--- config.mk ---
export PLATFORM = sky130hd
export DESIGN_NAME = timestamp_priority_lock_arbiter_flat
export DESIGN_NICKNAME = d
export VERILOG_FILES = /design/src/sv/tplk_pkg.sv /design/src/sv/tplk_if.sv /design/src/sv/timestamp_priority_lock_arbiter.sv /design/src/sv/tplk_cell.sv /design/src/flat_wrapper.sv
export SDC_FILE = /design/constraint.sdc
export NUM_CORES = 2
export LEC_CHECK = 0
export BUFFER_PORTS_ARGS = -buffer_cell sky130_fd_sc_hd__buf_2
export CAP_MARGIN = 20
export CORE_UTILIZATION = 45
export CTS_CLUSTER_DIAMETER = 150
export DETAILED_ROUTE_END_ITERATION = 8
export PLACE_DENSITY = 0.62
export SKIP_CTS_REPAIR_TIMING = 1
export SLEW_MARGIN = 20
export SYNTH_ARGS = -nofsm -noshare
export SYNTH_HDL_FRONTEND = slang
export SYNTH_HIERARCHICAL = 1
export SYNTH_SLANG_ARGS = --single-unit
--- constraint.sdc ---
create_clock -name clk -period 8.3 [get_ports clk]
set_clock_uncertainty 0.1 [all_clocks]
set_input_delay 0.83 -clock clk [delete_from_list [all_inputs] [get_ports clk]]
set_output_delay 0.83 -clock clk [all_outputs]
set_load 0.02 [all_outputs]
--- src/sv/tplk_pkg.sv ---
// Shared types, constants and the entry ordering function of the lock arbiter.
package tplk_pkg;

  localparam int STAMP_W  = 32;
  localparam int CLIENT_W = 3;
  localparam int SERVER_W = 8;
  localparam int DATA_W   = 32;
  localparam int ADDR_W   = 3;

  // Operation codes of a command word.
  localparam logic OP_REQUEST = 1'b0;
  localparam logic OP_RELEASE = 1'b1;

  // Register index, taken from paddr[2].
  localparam logic REG_SERVER_ID = 1'b0;

  typedef struct packed {
    logic [STAMP_W-1:0]  stamp;
    logic [CLIENT_W-1:0] client;
  } entry_t;

  // What one cell shows to its neighbors.
  typedef struct packed {
    entry_t entry;
    logic   occ;
    logic   lt;
    logic   hole;
  } cell_link_t;

  // Broadcast command to all cells.
  typedef struct packed {
    logic purge;
    logic insert;
    logic compact;
    logic pop;
  } cell_ctrl_t;

  // True when entry a is served before entry b: lower stamp, then lower client.
  function automatic logic serves_first(entry_t a, entry_t b);
    logic [STAMP_W+CLIENT_W-1:0] ka;
    logic [STAMP_W+CLIENT_W-1:0] kb;
    ka = {a.stamp, a.client};
    kb = {b.stamp, b.client};
    return ka < kb;
  endfunction

endpackage

--- src/sv/tplk_if.sv ---
// Command and result channel interfaces of the lock arbiter.
interface tplk_cmd_if;
  logic                          valid;
  logic                          ready;
  logic                          op;
  logic [tplk_pkg::CLIENT_W-1:0] client_id;
  logic [tplk_pkg::STAMP_W-1:0]  time_stamp;

  modport source(output valid, output op, output client_id, output time_stamp, input ready);
  modport sink(input valid, input op, input client_id, input time_stamp, output ready);
endinterface

interface tplk_res_if;
  logic                          valid;
  logic                          ready;
  logic                          grant_valid;
  logic [tplk_pkg::CLIENT_W-1:0] grant_client;
  logic [tplk_pkg::STAMP_W-1:0]  grant_stamp;
  logic [tplk_pkg::SERVER_W-1:0] grant_server;
  logic                          request_dropped;
  logic                          lock_held;

  modport source(output valid, output grant_valid, output grant_client, output grant_stamp,
                 output grant_server, output request_dropped, output lock_held, input ready);
  modport sink(input valid, input grant_valid, input grant_client, input grant_stamp,
               input grant_server, input request_dropped, input lock_held, output ready);
endinterface

--- src/sv/timestamp_priority_lock_arbiter.sv ---
// Top level of the timestamp priority lock arbiter: sequencer, cell chain, APB register.
//
//   channel  dir  handshake            payload
//   cmd      in   valid/ready          op, client_id, time_stamp
//   result   out  valid/ready          grant_valid, grant_client, grant_stamp,
//                                      grant_server, request_dropped, lock_held
//   apb      in   psel/penable/pready  paddr, pwdata, pwrite -> prdata
//
// A request passes through accept and finish. A release passes through accept,
// purge, compaction check and finish, and the compaction check repeats a
// shift of the cell chain while any purged entry sits ahead of a surviving
// entry. The finish step waits while the result register still holds an
// untaken word; a new command word is taken as soon as the sequencer is back
// in idle. Reset empties the chain and frees the lock.
module timestamp_priority_lock_arbiter #(
  parameter int QUEUE_DEPTH = 16
) (
  input  logic                          clk,
  input  logic                          rst,
  tplk_cmd_if.sink                      cmd,
  tplk_res_if.source                    result,
  input  logic                          psel,
  input  logic                          penable,
  input  logic                          pwrite,
  input  logic [tplk_pkg::ADDR_W-1:0]   paddr,
  input  logic [tplk_pkg::DATA_W-1:0]   pwdata,
  output logic [tplk_pkg::DATA_W-1:0]   prdata,
  output logic                          pready
);

  typedef enum logic [3:0] {
    ST_IDLE    = 4'b0001,
    ST_PURGE   = 4'b0010,
    ST_COMPACT = 4'b0100,
    ST_FINISH  = 4'b1000
  } state_t;

  state_t state;
  state_t state_next;

  // Held command word.
  logic                          item_op;
  logic [tplk_pkg::CLIENT_W-1:0] item_client;
  logic [tplk_pkg::STAMP_W-1:0]  item_stamp;
  tplk_pkg::entry_t              item_entry;

  logic                          lock_busy;
  logic                          lock_next;
  logic [tplk_pkg::SERVER_W-1:0] server_id;

  // Result register.
  logic                          res_valid;
  logic                          res_grant_valid;
  logic [tplk_pkg::CLIENT_W-1:0] res_grant_client;
  logic [tplk_pkg::STAMP_W-1:0]  res_grant_stamp;
  logic [tplk_pkg::SERVER_W-1:0] res_grant_server;
  logic                          res_dropped;
  logic                          res_lock_held;

  logic                 out_free;
  logic                 load;
  logic                 gv;
  logic                 dropped;
  tplk_pkg::entry_t     grant_entry;
  tplk_pkg::cell_ctrl_t ctrl;
  logic                 cfg_write;

  // Cell chain.
  tplk_pkg::cell_link_t             link [QUEUE_DEPTH];
  logic [QUEUE_DEPTH-1:0]           gap_vec;
  tplk_pkg::cell_link_t             head_link;
  tplk_pkg::cell_link_t             tail_link;
  logic                             full;
  logic                             any_gap;

  assign item_entry.stamp  = item_stamp;
  assign item_entry.client = item_client;

  // Boundary links: nothing sorts ahead of the head, nothing sits past the tail.
  assign head_link.entry = '0;
  assign head_link.occ   = 1'b1;
  assign head_link.lt    = 1'b0;
  assign head_link.hole  = 1'b0;
  assign tail_link.entry = '0;
  assign tail_link.occ   = 1'b0;
  assign tail_link.lt    = 1'b1;
  assign tail_link.hole  = 1'b1;

  for (genvar i = 0; i < QUEUE_DEPTH; i++) begin : g_cell
    tplk_pkg::cell_link_t left_l;
    tplk_pkg::cell_link_t right_l;
    if (i == 0) begin : g_first
      assign left_l = head_link;
    end else begin : g_mid_l
      assign left_l = link[i-1];
    end
    if (i == QUEUE_DEPTH - 1) begin : g_last
      assign right_l = tail_link;
    end else begin : g_mid_r
      assign right_l = link[i+1];
    end
    tplk_cell u_cell (
      .clk          (clk),
      .rst          (rst),
      .ctrl         (ctrl),
      .new_entry    (item_entry),
      .purge_client (item_client),
      .left         (left_l),
      .right        (right_l),
      .link         (link[i]),
      .gap          (gap_vec[i])
    );
  end

  // The chain stays packed toward the head, so the tail flag means full.
  assign full    = link[QUEUE_DEPTH-1].occ;
  assign any_gap = |gap_vec;

  assign cmd.ready = (state == ST_IDLE);
  assign out_free  = ~res_valid | result.ready;

  // Sequencer: decide the cell command and the result of the held word.
  always_comb begin
    state_next  = state;
    ctrl        = '0;
    lock_next   = lock_busy;
    load        = 1'b0;
    gv          = 1'b0;
    dropped     = 1'b0;
    grant_entry = '0;
    case (state)
      ST_IDLE: begin
        if (cmd.valid) begin
          state_next = (cmd.op == tplk_pkg::OP_RELEASE) ? ST_PURGE : ST_FINISH;
        end
      end
      ST_PURGE: begin
        // free the lock and drop every waiting entry of the releasing client
        ctrl.purge = 1'b1;
        lock_next  = 1'b0;
        state_next = ST_COMPACT;
      end
      ST_COMPACT: begin
        // close one hole per cycle until the occupied cells form a prefix
        if (any_gap) begin
          ctrl.compact = 1'b1;
        end else begin
          state_next = ST_FINISH;
        end
      end
      ST_FINISH: begin
        if (out_free) begin
          load       = 1'b1;
          state_next = ST_IDLE;
          if (item_op == tplk_pkg::OP_REQUEST) begin
            if (!lock_busy) begin
              gv          = 1'b1;
              grant_entry = item_entry;
              lock_next   = 1'b1;
            end else if (!full) begin
              ctrl.insert = 1'b1;
            end else begin
              dropped = 1'b1;
            end
          end else if (link[0].occ) begin
            // head holds the best waiting entry: grant it and advance the chain
            gv          = 1'b1;
            grant_entry = link[0].entry;
            ctrl.pop    = 1'b1;
            lock_next   = 1'b1;
          end
        end
      end
      default: begin
        state_next = ST_IDLE;
      end
    endcase
  end

  assign cfg_write = psel & penable & pwrite & pready;

  always_ff @(posedge clk) begin
    if (rst) begin
      state     <= ST_IDLE;
      lock_busy <= 1'b0;
      server_id <= '0;
      res_valid <= 1'b0;
    end else begin
      state     <= state_next;
      lock_busy <= lock_next;
      if (cfg_write && paddr[2] == tplk_pkg::REG_SERVER_ID) begin
        server_id <= pwdata[tplk_pkg::SERVER_W-1:0];
      end
      if (load) begin
        res_valid <= 1'b1;
      end else if (result.ready) begin
        res_valid <= 1'b0;
      end
    end
  end

  // Payload registers: hold the command word and the result word.
  always_ff @(posedge clk) begin
    if (cmd.valid && cmd.ready) begin
      item_op     <= cmd.op;
      item_client <= cmd.client_id;
      item_stamp  <= cmd.time_stamp;
    end
    if (load) begin
      res_grant_valid  <= gv;
      res_grant_client <= grant_entry.client;
      res_grant_stamp  <= grant_entry.stamp;
      res_grant_server <= gv ? server_id : '0;
      res_dropped      <= dropped;
      res_lock_held    <= lock_next;
    end
  end

  assign result.valid           = res_valid;
  assign result.grant_valid     = res_grant_valid;
  assign result.grant_client    = res_grant_client;
  assign result.grant_stamp     = res_grant_stamp;
  assign result.grant_server    = res_grant_server;
  assign result.request_dropped = res_dropped;
  assign result.lock_held       = res_lock_held;

  assign pready = 1'b1;
  assign prdata = (paddr[2] == tplk_pkg::REG_SERVER_ID) ?
                  {{(tplk_pkg::DATA_W - tplk_pkg::SERVER_W){1'b0}}, server_id} : '0;

endmodule

--- src/sv/tplk_cell.sv ---
// One cell of the sorted wait chain: holds one entry and its occupied flag.
module tplk_cell (
  input  logic                          clk,
  input  logic                          rst,
  input  tplk_pkg::cell_ctrl_t          ctrl,
  input  tplk_pkg::entry_t              new_entry,
  input  logic [tplk_pkg::CLIENT_W-1:0] purge_client,
  input  tplk_pkg::cell_link_t          left,
  input  tplk_pkg::cell_link_t          right,
  output tplk_pkg::cell_link_t          link,
  output logic                          gap
);

  tplk_pkg::entry_t entry;
  tplk_pkg::entry_t entry_next;
  logic             occ;
  logic             occ_next;
  logic             hole;
  logic             lt;
  logic             shift;

  assign hole  = left.hole | ~occ;
  assign lt    = ~occ | tplk_pkg::serves_first(new_entry, entry);
  assign gap   = left.hole & occ;
  assign shift = ctrl.pop | (ctrl.compact & hole);

  always_comb begin
    entry_next = entry;
    occ_next   = occ;
    if (ctrl.purge) begin
      occ_next = occ & (entry.client != purge_client);
    end else if (ctrl.insert) begin
      if (lt) begin
        // first cell past the new word takes it, later cells take the left word
        if (!left.lt) begin
          entry_next = new_entry;
          occ_next   = 1'b1;
        end else begin
          entry_next = left.entry;
          occ_next   = left.occ;
        end
      end
    end else if (shift) begin
      entry_next = right.entry;
      occ_next   = right.occ;
    end
  end

  always_ff @(posedge clk) begin
    if (rst) begin
      occ <= 1'b0;
    end else begin
      occ <= occ_next;
    end
  end

  always_ff @(posedge clk) begin
    entry <= entry_next;
  end

  assign link.entry = entry;
  assign link.occ   = occ;
  assign link.lt    = lt;
  assign link.hole  = hole;

endmodule

--- src/flat_wrapper.sv ---
// flat-port wrapper written by rule: the top's interface ports become plain ports
module timestamp_priority_lock_arbiter_flat 
#(
  parameter int QUEUE_DEPTH = 16
)
  (clk, rst, psel, penable, pwrite, paddr, pwdata, prdata, pready, cmd_valid, cmd_op, cmd_client_id, cmd_time_stamp, cmd_ready, result_valid, result_grant_valid, result_grant_client, result_grant_stamp, result_grant_server, result_request_dropped, result_lock_held, result_ready);
  tplk_cmd_if cmd_i ();
  tplk_res_if result_i ();
  input  logic clk;
  input  logic rst;
  input  logic psel;
  input  logic penable;
  input  logic pwrite;
  input  logic [tplk_pkg::ADDR_W-1:0] paddr;
  input  logic [tplk_pkg::DATA_W-1:0] pwdata;
  output logic [tplk_pkg::DATA_W-1:0] prdata;
  output logic pready;
  input wire logic [$bits(cmd_i.valid)-1:0] cmd_valid;
  input wire logic [$bits(cmd_i.op)-1:0] cmd_op;
  input wire logic [$bits(cmd_i.client_id)-1:0] cmd_client_id;
  input wire logic [$bits(cmd_i.time_stamp)-1:0] cmd_time_stamp;
  output wire logic [$bits(cmd_i.ready)-1:0] cmd_ready;
  output wire logic [$bits(result_i.valid)-1:0] result_valid;
  output wire logic [$bits(result_i.grant_valid)-1:0] result_grant_valid;
  output wire logic [$bits(result_i.grant_client)-1:0] result_grant_client;
  output wire logic [$bits(result_i.grant_stamp)-1:0] result_grant_stamp;
  output wire logic [$bits(result_i.grant_server)-1:0] result_grant_server;
  output wire logic [$bits(result_i.request_dropped)-1:0] result_request_dropped;
  output wire logic [$bits(result_i.lock_held)-1:0] result_lock_held;
  input wire logic [$bits(result_i.ready)-1:0] result_ready;
  assign cmd_i.valid = cmd_valid;
  assign cmd_i.op = cmd_op;
  assign cmd_i.client_id = cmd_client_id;
  assign cmd_i.time_stamp = cmd_time_stamp;
  assign cmd_ready = cmd_i.ready;
  assign result_valid = result_i.valid;
  assign result_grant_valid = result_i.grant_valid;
  assign result_grant_client = result_i.grant_client;
  assign result_grant_stamp = result_i.grant_stamp;
  assign result_grant_server = result_i.grant_server;
  assign result_request_dropped = result_i.request_dropped;
  assign result_lock_held = result_i.lock_held;
  assign result_i.ready = result_ready;
  timestamp_priority_lock_arbiter #(.QUEUE_DEPTH(QUEUE_DEPTH)) u_core (.clk(clk), .rst(rst), .cmd(cmd_i), .result(result_i), .psel(psel), .penable(penable), .pwrite(pwrite), .paddr(paddr), .pwdata(pwdata), .prdata(prdata), .pready(pready));
endmodule
==> impl_metrics.ini <==
[sta]
hold_ws_ns = 0.2563
rsz0062_at_grt = false
drv_slew = 0
slew_headroom_pct = 25.95
setup_viol = 0
worst_slew_pin_slew_ns = 1.111
period_needed_ns = 6.480
period_share_pct = 78.07
hold_viol_final = 0
tns_ns = 0
max_freq_mhz = 154.3

[routing]
avgRoutedWirePerCell_um = 17.20
drt_iter0_drc = 2136
vias = 34920
firstDrtPassIters = 6
drcViolationCount = 0
wirelength_um = 111800
avgViaCountPerCell = 5.373
drtAntennaViolNets = 0

[synthesis]
netlist_area_mm2 = 0.04899
synth_warnings = 6
avgSynthCellArea_um2 = 9.943
netlist_instances = 4927

[setup_path]
arrival_ns = 6.75
crit_path_end = u_core/g_cell[6].u_cell/link[10]$_DFFE_PP_
rrSetupSlack_ns = 1.82
crit_start = u_core/g_cell[0].u_cell/occ$_SDFFE_PP0P_
cp_common_cell = nand2b_1
path_class = flop to flop
cp_slowest_cell = nor4_1
crit_fanout = 19
crit_path_end_kind = flop
cp-start-kind = flop
rr_worst_depth = 25
slowest_delay_ns = 0.69
critical_path_required_ns = 8.57
regToRegStartpoint = u_core/g_cell[0].u_cell/occ$_SDFFE_PP0P_
reg2reg_to = u_core/g_cell[6].u_cell/link[10]$_DFFE_PP_

[final_layout]
fill_cells = 9932
drive_gt1_share_pct = 8.320
layout.cells.most_common = a21oi_1
areaGrowthSynthToFinish_pct = 9.167
insertedDiodeCount = 0
final_cell_mix = 824 x a21oi_1, 642 x edfxtp_1, 597 x nor2_1
seqCellArea_mm2 = 0.01988
nets = 5653
multi_input_area_mm2 = 0.02589
layout.cells.non_filler = 6499

[floorplanning]
initial_core_util_pct = 45.57
row_count = 120
ios = 159
dieArea_mm2 = 0.1102
fp.dieH_um = 331.9
core_region_area_mm2 = 0.1075
die_w_um = 331.9

[placed_design]
dp_hpwl_um = 83710
io_buffers = 107
routabilityCongestion = 0.8206
placed_cells = 6351

[clock_tree]
numCtsBuffers = 80
cts.sinks = 672
htree_levels = 3
cts_tree = built
root_buffer = clkbuf_16
clock_path_buffers = 3
clk_latency_ns = 0.64
clk_pin_slew_ns = 0.06

[global_route]
overflow = 0
grt_max_degree = 193
track_usage_pct = 19.93
antenna_found_initial = 2
grt_pass1_vias = 34570
grt_pass1_wl_um = 180900

[worst_hold_path]
hold_start = cmd_time_stamp[28]
holdPathStages = 1
hold_path_class = input port to flop

[pwr]
ir_drop_mv = 0.1641
p_leak_nw = 26.49
power_density_mw_per_mm2 = 151.0
power.total_mw = 8.074

[status]
status = complete, no violations

[flow_run]
maxCapViolCount = 0
[critical path, delay by kind of cell, from the launching register on]
family / cells / cell delay, ns
buffers and inverters: 3 / 0.65
and+or+nand+nor: 19 / 4.44
DFF: 1 / 0.32
AOI/OAI and AO/OA: 3 / 0.70
[power breakdown]
part / total (mW) / internal, mW / switching (mW)
sequential: 3.72 / 3.70 / 0.0159
combinational: 0.941 / 0.336 / 0.605
clock: 3.42 / 2.00 / 1.42
[metal layers]
layer | global-route usage (%) | vias up | share of wire, %
li1 | - | 17960 | -
met1 | 27.58 | 16140 | 48
met2 | 32.55 | 650 | 45
met3 | 1.997 | 171 | 3.4
met4 | 6.678 | 0 | 2.9
met5 | 0 | - | 0
[how the worst min path moves through the flow]
stage / endpoint / slack, ns
floorplan: u_core/server_id[0]$_SDFFE_PP0P_ / 0.34
global placement: u_core/server_id[6]$_SDFFE_PP0P_ / 0.35
detailed placement: u_core/server_id[2]$_SDFFE_PP0P_ / 0.36
CTS: u_core/item_stamp[28]$_DFFE_PP_ / 0.21
global route: u_core/item_stamp[28]$_DFFE_PP_ / 0.23
finish: u_core/item_stamp[28]$_DFFE_PP_ / 0.26
[area by class of cell]
cell class,instances,area share (%)
clock buffers,114,4.258
clock inverters,33,0.4515
inverters,578,4.057
multi-input cells,3503,48.41
flip-flops and latches,672,37.17
well taps,1403,3.282
repair buffers,196,2.368
[registers in the layout (all words and copies together), names as in the netlist]
signal                         cells
u_core/result.request_dropped      1
u_core/result.grant_client         3
u_core/result.grant_stamp         32
u_core/item_client                 3
u_core/result.grant_server         8
u_core/item_stamp                 32
u_core/lock_busy                   1
u_core/g_cell.u_cell/link        560
u_core/server_id                   8
u_core/result.grant_valid          1
u_core/g_cell.u_cell/occ          16
u_core/state                       4
u_core/item_op                     1
u_core/result.lock_held            1
u_core/result.valid                1
[stage by stage]
step                util, %  worst slack [ns]  instance area [um2]
floorplan                 -             1.496                49360
global placement      47.38             1.998                50940
detailed placement    47.38             1.953                50940
CTS                   49.73             1.902                53460
global route          49.75             1.371                53480
finish                49.75             1.820                53480
Power figures use the tool's default switching activity.
